`src/rtl/assert_macros.svh`:
```
// ----------------------------------------------------------------------------
// Assertion macros
// Shared concurrent assertion forms for the rank quota role assigner.
// ----------------------------------------------------------------------------
`ifndef ASSERT_MACROS_SVH
`define ASSERT_MACROS_SVH

// The property must hold at every clock edge outside reset.
`define RQRA_ASSERT(label, clk, rst, prop) \
  label: assert property (@(posedge clk) disable iff (rst) (prop)) \
    else $error("assertion failed: %m");

// The expression must never be true outside reset.
`define RQRA_NEVER(label, clk, rst, expr) \
  label: assert property (@(posedge clk) disable iff (rst) !(expr)) \
    else $error("forbidden condition: %m");

`endif

```
`src/rtl/rqra_pkg.sv`:
```
// ----------------------------------------------------------------------------
// rqra_pkg
// Types and constants shared by the rank quota role assigner modules.
// ----------------------------------------------------------------------------
package rqra_pkg;

  localparam int MaxAgents = 64;
  localparam int IdxW      = $clog2(MaxAgents);
  localparam int CountW    = IdxW + 1;
  localparam int EnergyW   = 16;
  localparam int RoleW     = 3;

  // Reciprocal of ten scaled by 2^11; exact floor for counts up to 64.
  localparam int Recip10   = 205;
  localparam int Recip10Sh = 11;

  localparam logic [RoleW-1:0] RoleWorker   = 3'd0;
  localparam logic [RoleW-1:0] RoleLeader   = 3'd1;
  localparam logic [RoleW-1:0] RoleScout    = 3'd2;
  localparam logic [RoleW-1:0] RoleGuardian = 3'd3;
  localparam logic [RoleW-1:0] RoleRelay    = 3'd4;

  // Controls from the sequencer to the rank unit.
  typedef struct packed {
    logic load_base;  // capture the energy of the agent being ranked
    logic cmp_en;     // count one comparison against the energy on the read port
  } ctl_t;

endpackage

```
`src/rtl/rqra_ram.sv`:
```
// ----------------------------------------------------------------------------
// rqra_ram
// Generic simple dual-port RAM with one write port and a registered read.
// ----------------------------------------------------------------------------
module rqra_ram #(
  parameter int Width = 16,
  parameter int Depth = 64
) (
  input  logic                     clk,
  input  logic                     wr_en,
  input  logic [$clog2(Depth)-1:0] wr_addr,
  input  logic [Width-1:0]         wr_data,
  input  logic [$clog2(Depth)-1:0] rd_addr,
  output logic [Width-1:0]         rd_data
);

  logic [Width-1:0] mem [Depth];

  always_ff @(posedge clk) begin
    if (wr_en) begin
      mem[wr_addr] <= wr_data;
    end
    rd_data <= mem[rd_addr];
  end

endmodule

```
`src/rtl/rqra_rank_unit.sv`:
```
// ----------------------------------------------------------------------------
// rqra_rank_unit
// Shared comparator that counts how many agents outrank the base agent.
// ----------------------------------------------------------------------------
module rqra_rank_unit (
  input  logic                           clk,
  input  rqra_pkg::ctl_t                 ctl,
  input  logic [rqra_pkg::EnergyW-1:0]   rd_data,
  input  logic [rqra_pkg::IdxW-1:0]      base_idx,
  input  logic [rqra_pkg::IdxW-1:0]      cmp_idx,
  output logic [rqra_pkg::IdxW-1:0]      rank
);
  import rqra_pkg::*;

  logic [EnergyW-1:0] base_energy;
  logic               beats;

  // An equal energy loaded earlier ranks higher.
  assign beats = (rd_data > base_energy) ||
                 ((rd_data == base_energy) && (cmp_idx < base_idx));

  always_ff @(posedge clk) begin
    if (ctl.load_base) begin
      base_energy <= rd_data;
      rank        <= '0;
    end else if (ctl.cmp_en && beats) begin
      rank <= rank + 1'b1;
    end
  end

endmodule

```
`src/rtl/rank_quota_role_assigner_top.sv`:
```
// ----------------------------------------------------------------------------
// rank_quota_role_assigner_top
// Loads agent energies, ranks them with one shared comparator and emits one
// role per agent in load order by rank quota.
// ----------------------------------------------------------------------------
//  channel  | handshake              | payload
//  ---------+------------------------+-----------------------------------
//  in       | in_valid / in_ready    | energy, final_agent
//  out      | out_valid / out_ready  | agent_index, role, end_of_run
//
// A request is accepted whenever the sequencer is loading. After the final
// request the n agents are ranked one at a time, each result waiting on out_ready;
// the single comparator reads one stored energy per cycle from the RAM port.
// Reset clears the sequencer and agent count; the energy RAM needs no clear.
// in_ready is low from the final request until the last result is taken.
`include "assert_macros.svh"

module rank_quota_role_assigner_top (
  input  logic                             clk,
  input  logic                             rst,
  input  logic                             in_valid,
  output logic                             in_ready,
  input  logic [rqra_pkg::EnergyW-1:0]     energy,
  input  logic                             final_agent,
  output logic                             out_valid,
  input  logic                             out_ready,
  output logic [rqra_pkg::IdxW-1:0]        agent_index,
  output logic [rqra_pkg::RoleW-1:0]       role,
  output logic                             end_of_run
);
  import rqra_pkg::*;

  localparam logic [2:0] StLoad  = 3'd0;
  localparam logic [2:0] StFetch = 3'd1;
  localparam logic [2:0] StBase  = 3'd2;
  localparam logic [2:0] StScan  = 3'd3;
  localparam logic [2:0] StRole  = 3'd4;
  localparam logic [2:0] StEmit  = 3'd5;

  logic [2:0]          state;
  logic [CountW-1:0]   count;
  logic [IdxW-1:0]     cur;        // agent being ranked
  logic [IdxW-1:0]     scan;       // agent whose energy is on the read port
  logic [IdxW-1:0]     last_idx;
  logic [CountW-1:0]   lim1, lim2, lim3, lim4;
  logic [IdxW-1:0]     rank;
  logic [EnergyW-1:0]  rd_data;
  logic [IdxW-1:0]     rd_addr;
  ctl_t                ctl;

  logic                in_acc;
  logic                store_en;
  logic [CountW-1:0]   n_fin;
  logic [CountW+7:0]   prod;
  logic [CountW-1:0]   div10, div5, lead;
  logic [RoleW-1:0]    role_next;

  assign in_ready = (state == StLoad);
  assign in_acc   = in_valid && in_ready;
  assign store_en = in_acc && (count < CountW'(MaxAgents));
  assign n_fin    = store_en ? count + 1'b1 : count;

  // Quotas for the run size: n/10 and n/5 by reciprocal multiply.
  assign prod  = n_fin * (CountW+8)'(Recip10);
  assign div10 = CountW'(prod >> Recip10Sh);
  assign div5  = CountW'(prod >> (Recip10Sh - 1));
  assign lead  = (div10 == '0) ? CountW'(1) : div10;

  always_comb begin
    case (state)
      StFetch: rd_addr = cur;
      StScan:  rd_addr = scan + 1'b1;
      default: rd_addr = '0;
    endcase
  end

  assign ctl.load_base = (state == StBase);
  assign ctl.cmp_en    = (state == StScan);

  always_comb begin
    if (CountW'(rank) < lim1) begin
      role_next = RoleLeader;
    end else if (CountW'(rank) < lim2) begin
      role_next = RoleScout;
    end else if (CountW'(rank) < lim3) begin
      role_next = RoleGuardian;
    end else if (CountW'(rank) < lim4) begin
      role_next = RoleRelay;
    end else begin
      role_next = RoleWorker;
    end
  end

  rqra_ram #(
    .Width (EnergyW),
    .Depth (MaxAgents)
  ) u_store (
    .clk     (clk),
    .wr_en   (store_en),
    .wr_addr (count[IdxW-1:0]),
    .wr_data (energy),
    .rd_addr (rd_addr),
    .rd_data (rd_data)
  );

  rqra_rank_unit u_rank (
    .clk      (clk),
    .ctl      (ctl),
    .rd_data  (rd_data),
    .base_idx (cur),
    .cmp_idx  (scan),
    .rank     (rank)
  );

  // Sequencer and agent count.
  always_ff @(posedge clk) begin
    if (rst) begin
      state     <= StLoad;
      count     <= '0;
      out_valid <= 1'b0;
    end else begin
      case (state)
        StLoad: begin
          if (store_en) begin
            count <= count + 1'b1;
          end
          if (in_acc && final_agent) begin
            state <= StFetch;
          end
        end
        StFetch: state <= StBase;
        StBase:  state <= StScan;
        StScan: begin
          if (scan == last_idx) begin
            state <= StRole;
          end
        end
        StRole: begin
          out_valid <= 1'b1;
          state     <= StEmit;
        end
        StEmit: begin
          if (out_ready) begin
            out_valid <= 1'b0;
            if (cur == last_idx) begin
              count <= '0;
              state <= StLoad;
            end else begin
              state <= StFetch;
            end
          end
        end
        default: state <= StLoad;
      endcase
    end
  end

  // Indices, quotas and result payload.
  always_ff @(posedge clk) begin
    if (in_acc && final_agent) begin
      cur      <= '0;
      last_idx <= IdxW'(n_fin - 1'b1);
      lim1     <= lead;
      lim2     <= lead + div5;
      lim3     <= lead + div5 + div10;
      lim4     <= lead + div5 + div10 + div10;
    end
    if (state == StBase) begin
      scan <= '0;
    end else if (state == StScan) begin
      scan <= scan + 1'b1;
    end
    if (state == StRole) begin
      agent_index <= cur;
      role        <= role_next;
      end_of_run  <= (cur == last_idx);
    end
    if ((state == StEmit) && out_ready && (cur != last_idx)) begin
      cur <= cur + 1'b1;
    end
  end

  `RQRA_NEVER(a_no_load_while_emitting, clk, rst, in_ready && out_valid)
  `RQRA_ASSERT(a_rank_in_range, clk, rst, (state == StRole) |-> (rank <= last_idx))
  `RQRA_ASSERT(a_end_marks_last, clk, rst,
      (out_valid && end_of_run) |-> (agent_index == last_idx))
  `RQRA_ASSERT(a_valid_only_in_emit, clk, rst, out_valid |-> (state == StEmit))

endmodule

```
`config.mk`:
```
export PLATFORM = sky130hd
export DESIGN_NAME = rank_quota_role_assigner_top
export DESIGN_NICKNAME = d
export VERILOG_FILES = /design/src/rtl/rqra_pkg.sv /design/src/rtl/rqra_ram.sv /design/src/rtl/rqra_rank_unit.sv /design/src/rtl/rank_quota_role_assigner_top.sv
export VERILOG_INCLUDE_DIRS = /design/src /design/src/rtl
export SDC_FILE = /design/constraint.sdc
export NUM_CORES = 1
export LEC_CHECK = 0
export ABC_AREA = 0
export BUFFER_PORTS_ARGS = -buffer_cell sky130_fd_sc_hd__buf_2
export CORE_MARGIN = 4
export CORE_UTILIZATION = 50
export DETAILED_ROUTE_END_ITERATION = 16
export GPL_TIMING_DRIVEN = 0
export PLACE_DENSITY = 0.68
export SYNTH_ARGS = -nofsm -noshare
export SYNTH_HDL_FRONTEND = slang
export SYNTH_HIERARCHICAL = 1
export SYNTH_SLANG_ARGS = --single-unit
```
`constraint.sdc`:
```
create_clock -name clk -period 22 [get_ports clk]
set_input_delay 1.1 -clock clk [delete_from_list [all_inputs] [get_ports clk]]
set_output_delay 1.1 -clock clk [all_outputs]
set_load 0.03 [all_outputs]
```
# Yosys cells after proc, flatten, opt, wreduce, memory -nomap -nowiden

Memory sizes are Yosys's and may differ from the RTL's. A register that Yosys moved wholly into a read port is not among the register bits.
Cells that the tools add are included.

Bits in registers: 89
Bits in writable memories: 1024
Input bits: 21
Output and inout port bits: 12
Logic and storage cells: 83
Memories: 1

Memory list:

| name        | words | width | read ports | clocked after memory_dff | wr ports | RTL line       | source |
|---|---|---|---|---|---|---|---|
| u_store.mem | 64    | 16    | 1          | 1                        | 1        | rqra_ram.sv:17 | `logic [Width-1:0] mem [Depth];` |

$add $sub $neg: 8
$mul: 1
Magnitude comparators: 7
Equal/unequal tests: 13
Mux-type cells: 20
Reduce and logical (&&, ||, !) cells: 17

Operators with widths:

| operator             | count |
|---|---|
| $lt 6x7->1           | 4 |
| $mux 7               | 3 |
| $add 6x1->6 const B  | 3 |
| $pmux 3 s6           | 1 |
| $eq 16x16->1         | 1 |
| $gt 16x16->1         | 1 |
| $mul 7x8->15 const B | 1 |
| $pmux 7 s2           | 1 |
| $eq 6x6->1           | 2 |
| $mux 3               | 4 |
| $mux 6               | 2 |
| $pmux 6 s2           | 1 |
| $add 6x4->7          | 1 |
| $add 7x1->7 const B  | 1 |
| $add 7x4->7          | 1 |
| $logic_and 1x1->1    | 7 |
| $logic_not 7->1      | 1 |
| $lt 7x7->1 const B   | 1 |
| $add 4x5->6          | 1 |
| $eq 3x2->1 const B   | 2 |
| $eq 3x3->1 const B   | 2 |
| $lt 6x6->1           | 1 |
| $ne 2x2->1 const B   | 3 |
| $ne 6x6->1           | 1 |
| 13 further kinds     | 20 |

# Logic depth before layout (Yosys ltp)

Depth in word-level cells: 10
Mapped depth: 38

# By module

Netlist, hierarchy kept.

Modules (own cells, without submodules):

| module                       | instances | cells an instance | area each (um^2) | sequential area each (um^2) |
|---|---|---|---|---|
| rqra_ram                     | 1         | 1829              | 40042.2          | 31069.8 |
| rank_quota_role_assigner_top | 1         | 482               | 4807.1           | 1721.7 |
| rqra_rank_unit               | 1         | 123               | 1331.3           | 600.6 |

# Worst setup path before layout

Ideal clock, no wire load.

Path type: input to register
From: input in_valid
To: register lim4[5], data pin
Setup time: 0.269 ns
Data arrival time: 8.270 ns
Required time: 21.731 ns
Setup slack: 13.461 ns
Stages: 35
Path buffers: 0
Cells stage by stage: nand2b_1 -> nor2_1 -> nand2_1 -> xnor2_1 -> inv_1 -> ha_1 -> ha_1 -> fa_1 -> inv_1 -> fa_1 -> inv_1 -> ha_1 -> nand3_1 -> or2_1 -> o31ai_1 -> a21oi_1 -> xnor2_1 -> inv_2 -> ha_1 -> or3b_1 -> nand2_1 -> ha_1 -> fa_1 -> xor2_1 -> ha_1 -> a311oi_1 -> xnor2_1 -> ha_1 -> inv_1 -> o21bai_1 -> nor2b_1 -> o21ai_0 -> a21oi_1 -> o21ai_0 -> o311ai_1

Longest elaborated chain between the ends: 9

Ends and longest elaborated chain:

| element               | RTL line                            | source |
|---|---|---|
| start, declared       | rank_quota_role_assigner_top.sv:21  | `input logic in_valid,` |
| $logic_and 1x1->1 (*) | rank_quota_role_assigner_top.sv:59  | `assign in_acc = in_valid && in_ready;` |
| $logic_and 1x1->1 (*) | rank_quota_role_assigner_top.sv:60  | `assign store_en = in_acc && (count < CountW'(MaxAgents));` |
| net store_en          | rank_quota_role_assigner_top.sv:52  | `logic store_en;` |
| $mux 7 (*)            | --                                  |  |
| $mul 7x8->15 (*)      | rank_quota_role_assigner_top.sv:64  | `assign prod = n_fin * (CountW+8)'(Recip10);` |
| $logic_not 7->1       | rank_quota_role_assigner_top.sv:67  | `assign lead = (div10 == '0) ? CountW'(1) : div10;` |
| $mux 4 (*)            | rank_quota_role_assigner_top.sv:67  |  |
| net lead[0]           | rank_quota_role_assigner_top.sv:55  | `logic [CountW-1:0] div10, div5, lead;` |
| $add 4x5->6 (*)       | rank_quota_role_assigner_top.sv:166 | `lim4 <= lead + div5 + div10 + div10;` |
| $add 6x4->7 (*)       | rank_quota_role_assigner_top.sv:166 |  |
| $add 7x4->7 (*)       | rank_quota_role_assigner_top.sv:166 |  |
| end signal, assigned  | rank_quota_role_assigner_top.sv:166 |  |
| end, declared         | rank_quota_role_assigner_top.sv:45  | `logic [CountW-1:0] lim1, lim2, lim3, lim4;` |

The timed path passes the listed nets; every way through them passes the cells marked *.
A chain may end at the register's enable or synchronous reset.

# Worst setup path in the final report

From: register state[0]
To: register lim4[5], data pin

Longest elaborated chain between the ends: 10

Ends and longest elaborated chain:

| element                | RTL line                            | source |
|---|---|---|
| start, declared        | rank_quota_role_assigner_top.sv:40  | `logic [2:0] state;` |
| start signal, assigned | rank_quota_role_assigner_top.sv:118 | `state <= StLoad;` |
| start signal, assigned | rank_quota_role_assigner_top.sv:128 | `state <= StFetch;` |
| start signal, assigned | rank_quota_role_assigner_top.sv:131 | `StFetch: state <= StBase;` |
| $logic_not 3->1 (*)    | rank_quota_role_assigner_top.sv:58  | `assign in_ready = (state == StLoad);` |
| $logic_and 1x1->1 (*)  | rank_quota_role_assigner_top.sv:59  |  |
| $logic_and 1x1->1 (*)  | rank_quota_role_assigner_top.sv:60  |  |
| net store_en           | rank_quota_role_assigner_top.sv:52  |  |
| $mux 7 (*)             | --                                  |  |
| $mul 7x8->15 (*)       | rank_quota_role_assigner_top.sv:64  |  |
| $logic_not 7->1        | rank_quota_role_assigner_top.sv:67  |  |
| $mux 4 (*)             | rank_quota_role_assigner_top.sv:67  |  |
| net lead[0]            | rank_quota_role_assigner_top.sv:55  |  |
| $add 4x5->6 (*)        | rank_quota_role_assigner_top.sv:166 |  |
| $add 6x4->7 (*)        | rank_quota_role_assigner_top.sv:166 |  |
| $add 7x4->7 (*)        | rank_quota_role_assigner_top.sv:166 |  |

Marks and branches as above.

==> reports/qor.yml <==
status: "finished clean"
path_common_cell: "ha_1"
power.leakage_nw: 17.09
cp_slowest_cell: "xnor2_1"
core_area_mm2: 0.09166
p_per_area_mw_per_mm2: 96.40
drc_errors: 0
yosysTopAreaCell: "edfxtp_1"
min_to: "u_rank/base_energy[0]$_DFFE_PP_"
syn_inst: 2434
cts-htree-levels: 3
register_area_mm2: 0.03339
syn_avg_cell_area_um2: 18.97
clockPowerShare: 0.368
num_vias: 24150
swShare: 0.2549
cp.required_ps: 22400
async_flop_share: 0
grt_usage: 0.2332
setup_violations: 0
drive_above_1_share: 0.2378
synth_nets: 2557
period_needed_ps: 9821
period_share: 0.4464
routabilityCongestion: 0.8784
synth_common_cells: "edfxtp_1 (1,086), mux4_2 (220), nor2_1 (116)"
cts.sinks: 1125
drtIter0Drc: 2842
io_buffers: 32
synth_seq_cells: 1125
multi_input_area_mm2: 0.01186
post-synth-top-count-cell: "edfxtp_1"
slowest_delay_ps: 620
power_frac_seq: 0.481
finClkSkew_ps: 29.06
synth_top_cell_area_share: 0.7062
post_cts_resized: 0
yosysUniqueCellTypes: 75
drt_pass1_iterations: 6
fillCellCount: 6751
die_h_um: 311.9
comb_power_share: 0.151
antenna_found_initial: 4
p_int_mw: 3.761
numCtsBuffers: 110
die_area_mm2: 0.09729
grt_pass1_wl_mm: 166.2
grt_pass1_vias: 24440
tns_ps: 0
nets: 2742
startpoint_type: "flop"
cts_tree: "built"
reg2reg_depth: 36
hp-class: "reg2reg"
worst_r2r_endpoint: "lim4[5]$_DFFE_PP_"
post_cts_buffers: 0
ys_warn_count: 6
initial_core_util: 0.5038
path_class: "reg2reg"
cp_max_fo: 9
clock_latency_ps: 690
place_area_mm2: 0.04865
ant_nets: 0
viasPerCell: 6.182
clock_path_buffers: 3
timing_hold_violations_final: 0
grt_max_degree: 65
synth_area_mm2: 0.04618
std_cell_rows: 111
boundaryPins: 33
routed_wl_mm: 113.3
drv_slew: 0
clkTransAtPathRegs_ps: 60
relSlewSlack: 0.07408
cp-end-kind: "flop"
ys.flop_type: "edfxtp_1"
min_from: "u_store/rd_data[0]$_DFF_P_"
hold_ws_ps: 437.7
r2r-start: "state[0]$_SDFFE_PP0P_"
synth_edf_count: 1086
drv_cap: 0
synth-seq-area-share: 0.7231
crit_arrival_ps: 10220
final_area_mm2: 0.05236
hpwl_mm: 74.20
area_growth_pct: 13.37
ff2ff_setup_slack_ps: 12180
holdBufCountCts: 0
die_w_um: 311.9
post_drt_wl_per_cell_um: 29.00
min_path_cells: 0
p_sw_mw: 1.286
root_buffer: "clkbuf_16"
tightest_slew_ps: 1389
max_freq_ghz: 0.1018
gr-total-overflow: 0
ys_top_cells_by_area: "edfxtp_1 (71%), mux4_2 (11%), ha_1 (2.5%)"
rsz0062_at_grt: "no"
ir_worst_vdd_v: 0.00008033
## cell type report
type / instances / area share
plain buffers: 116 / 0.01510
inverters: 80 / 0.005736
well taps: 1186 / 0.02834
diodes: 4 / 0.0001912
multi-input cells: 1113 / 0.2265
repair buffers: 73 / 0.01711
flip-flops and latches: 1125 / 0.6378
clock inverters: 62 / 0.01178
clock buffers: 147 / 0.05740
## per-layer routing
metal  part of all wire  vias up  track usage
met1               0.40    12670       0.3163
met5                  0        -            0
met4              0.036        0      0.08120
met3              0.081      217      0.04489
met2               0.49     1040       0.3827
li1                   -    10220            -
## stage by stage
stage | util | worst slack (ps) | power, mW | std cells
2_1_floorplan | - | 13460 | 2.935 | 2434
3_3_place_gp | 0.5217 | 12000 | 3.200 | 3652
3_5_place_dp | 0.5308 | 11790 | 3.225 | 3690
4_1_cts | 0.5703 | 12260 | 5.076 | 3899
5_1_grt | 0.5711 | 11560 | 5.221 | 3902
6_report | 0.5712 | 12180 | 5.047 | 3906
## critical path, delay by kind of cell (launching register included)
family	cells	cell delay (ps)
compound gates	8	1900
fa+ha+maj	10	3290
buf+inv	6	670
simple gates	8	1870
flops	1	380
xor+xnor	4	1480
## registers in the layout, summed over array words and instances (netlist names)
signal              flops
u_rank/base_energy     16
agent_index             6
scan                    6
lim3                    7
u_store/rd_data        16
cur                     6
lim2                    6
state                   3
role                    3
end_of_run              1
lim4                    7
lim1                    4
u_store/mem          1024
u_rank/rank             6
out_valid               1
count                   7
last_idx                6
## how the worst max path moves through the flow
stage	endpoint	from	slack (ps)	cells after the start
4_1_cts	lim4[5]$_DFFE_PP_	state[0]$_SDFFE_PP0P_	12260	36
3_5_place_dp	lim4[5]$_DFFE_PP_	in_valid	11790	36
6_report	lim4[5]$_DFFE_PP_	state[0]$_SDFFE_PP0P_	12180	36
3_3_place_gp	lim4[5]$_DFFE_PP_	in_valid	12000	36
5_1_grt	lim4[5]$_DFFE_PP_	state[0]$_SDFFE_PP0P_	11560	36
2_1_floorplan	lim4[5]$_DFFE_PP_	in_valid	13460	35
## power groups by stage
stage	registers (mW)	clock network, mW	logic, mW
after floorplan	2.46	0	0.474
after global placement	2.47	0	0.731
after detailed placement	2.47	0	0.753
after CTS	2.43	1.89	0.756
after global routing	2.43	1.99	0.807
final	2.43	1.86	0.761
## logic make-up (layout without fill, tap and decap cells)
logic type               after synthesis  count (layout)  synth area share
AO/OA/AOI/OAI                        250             250           0.03880
multiplexers                         341             341            0.1357
flip-flops                          1125            1125            0.7231
XOR/XNOR                              49              49          0.009618
other                                  0               4                 0
AND/OR/NAND/NOR                      371             371           0.03975
adder cells (fa/ha/maj)              102             102           0.02942
buffers and inverters                196             478           0.02363
## placed cells by master, fill, tap and decap left out, types with 9 or more instances in the layout
| cell | netlist | layout |
|---|---|---|
| mux4_2 | 220 | 220 |
| mux2i_1 | 88 | 88 |
| buf_6 | 18 | 22 |
| buf_2 | 37 | 66 |
| nand2b_1 | 16 | 16 |
| a22oi_1 | 45 | 45 |
| buf_8 | 3 | 28 |
| ha_1 | 91 | 91 |
| edfxtp_1 | 1086 | 1086 |
| a21oi_1 | 52 | 52 |
| nor2_2 | 2 | 61 |
| xnor2_1 | 30 | 30 |
| inv_1 | 77 | 77 |
| nor2_1 | 116 | 57 |
| clkinv_2 | 0 | 24 |
| clkbuf_1 | 33 | 62 |
| a21o_1 | 20 | 20 |
| buf_4 | 14 | 17 |
| bufinv_16 | 0 | 9 |
| mux2_2 | 28 | 28 |
| nand4_1 | 19 | 19 |
| a221oi_1 | 16 | 16 |
| a311oi_1 | 10 | 10 |
| a211o_1 | 9 | 9 |
| dfxtp_1 | 39 | 39 |
| clkinv_1 | 0 | 16 |
| nor3_1 | 12 | 10 |
| clkbuf_16 | 0 | 113 |
| a31oi_1 | 10 | 10 |
| nand3_1 | 36 | 36 |
| nor2b_1 | 43 | 43 |
| buf_16 | 0 | 9 |
| nand2_1 | 88 | 88 |
| xor2_1 | 17 | 17 |
| fa_1 | 11 | 11 |
| o21ai_0 | 24 | 24 |
| a211oi_1 | 14 | 13 |
Note: power is estimated with default switching activity, not from simulation.
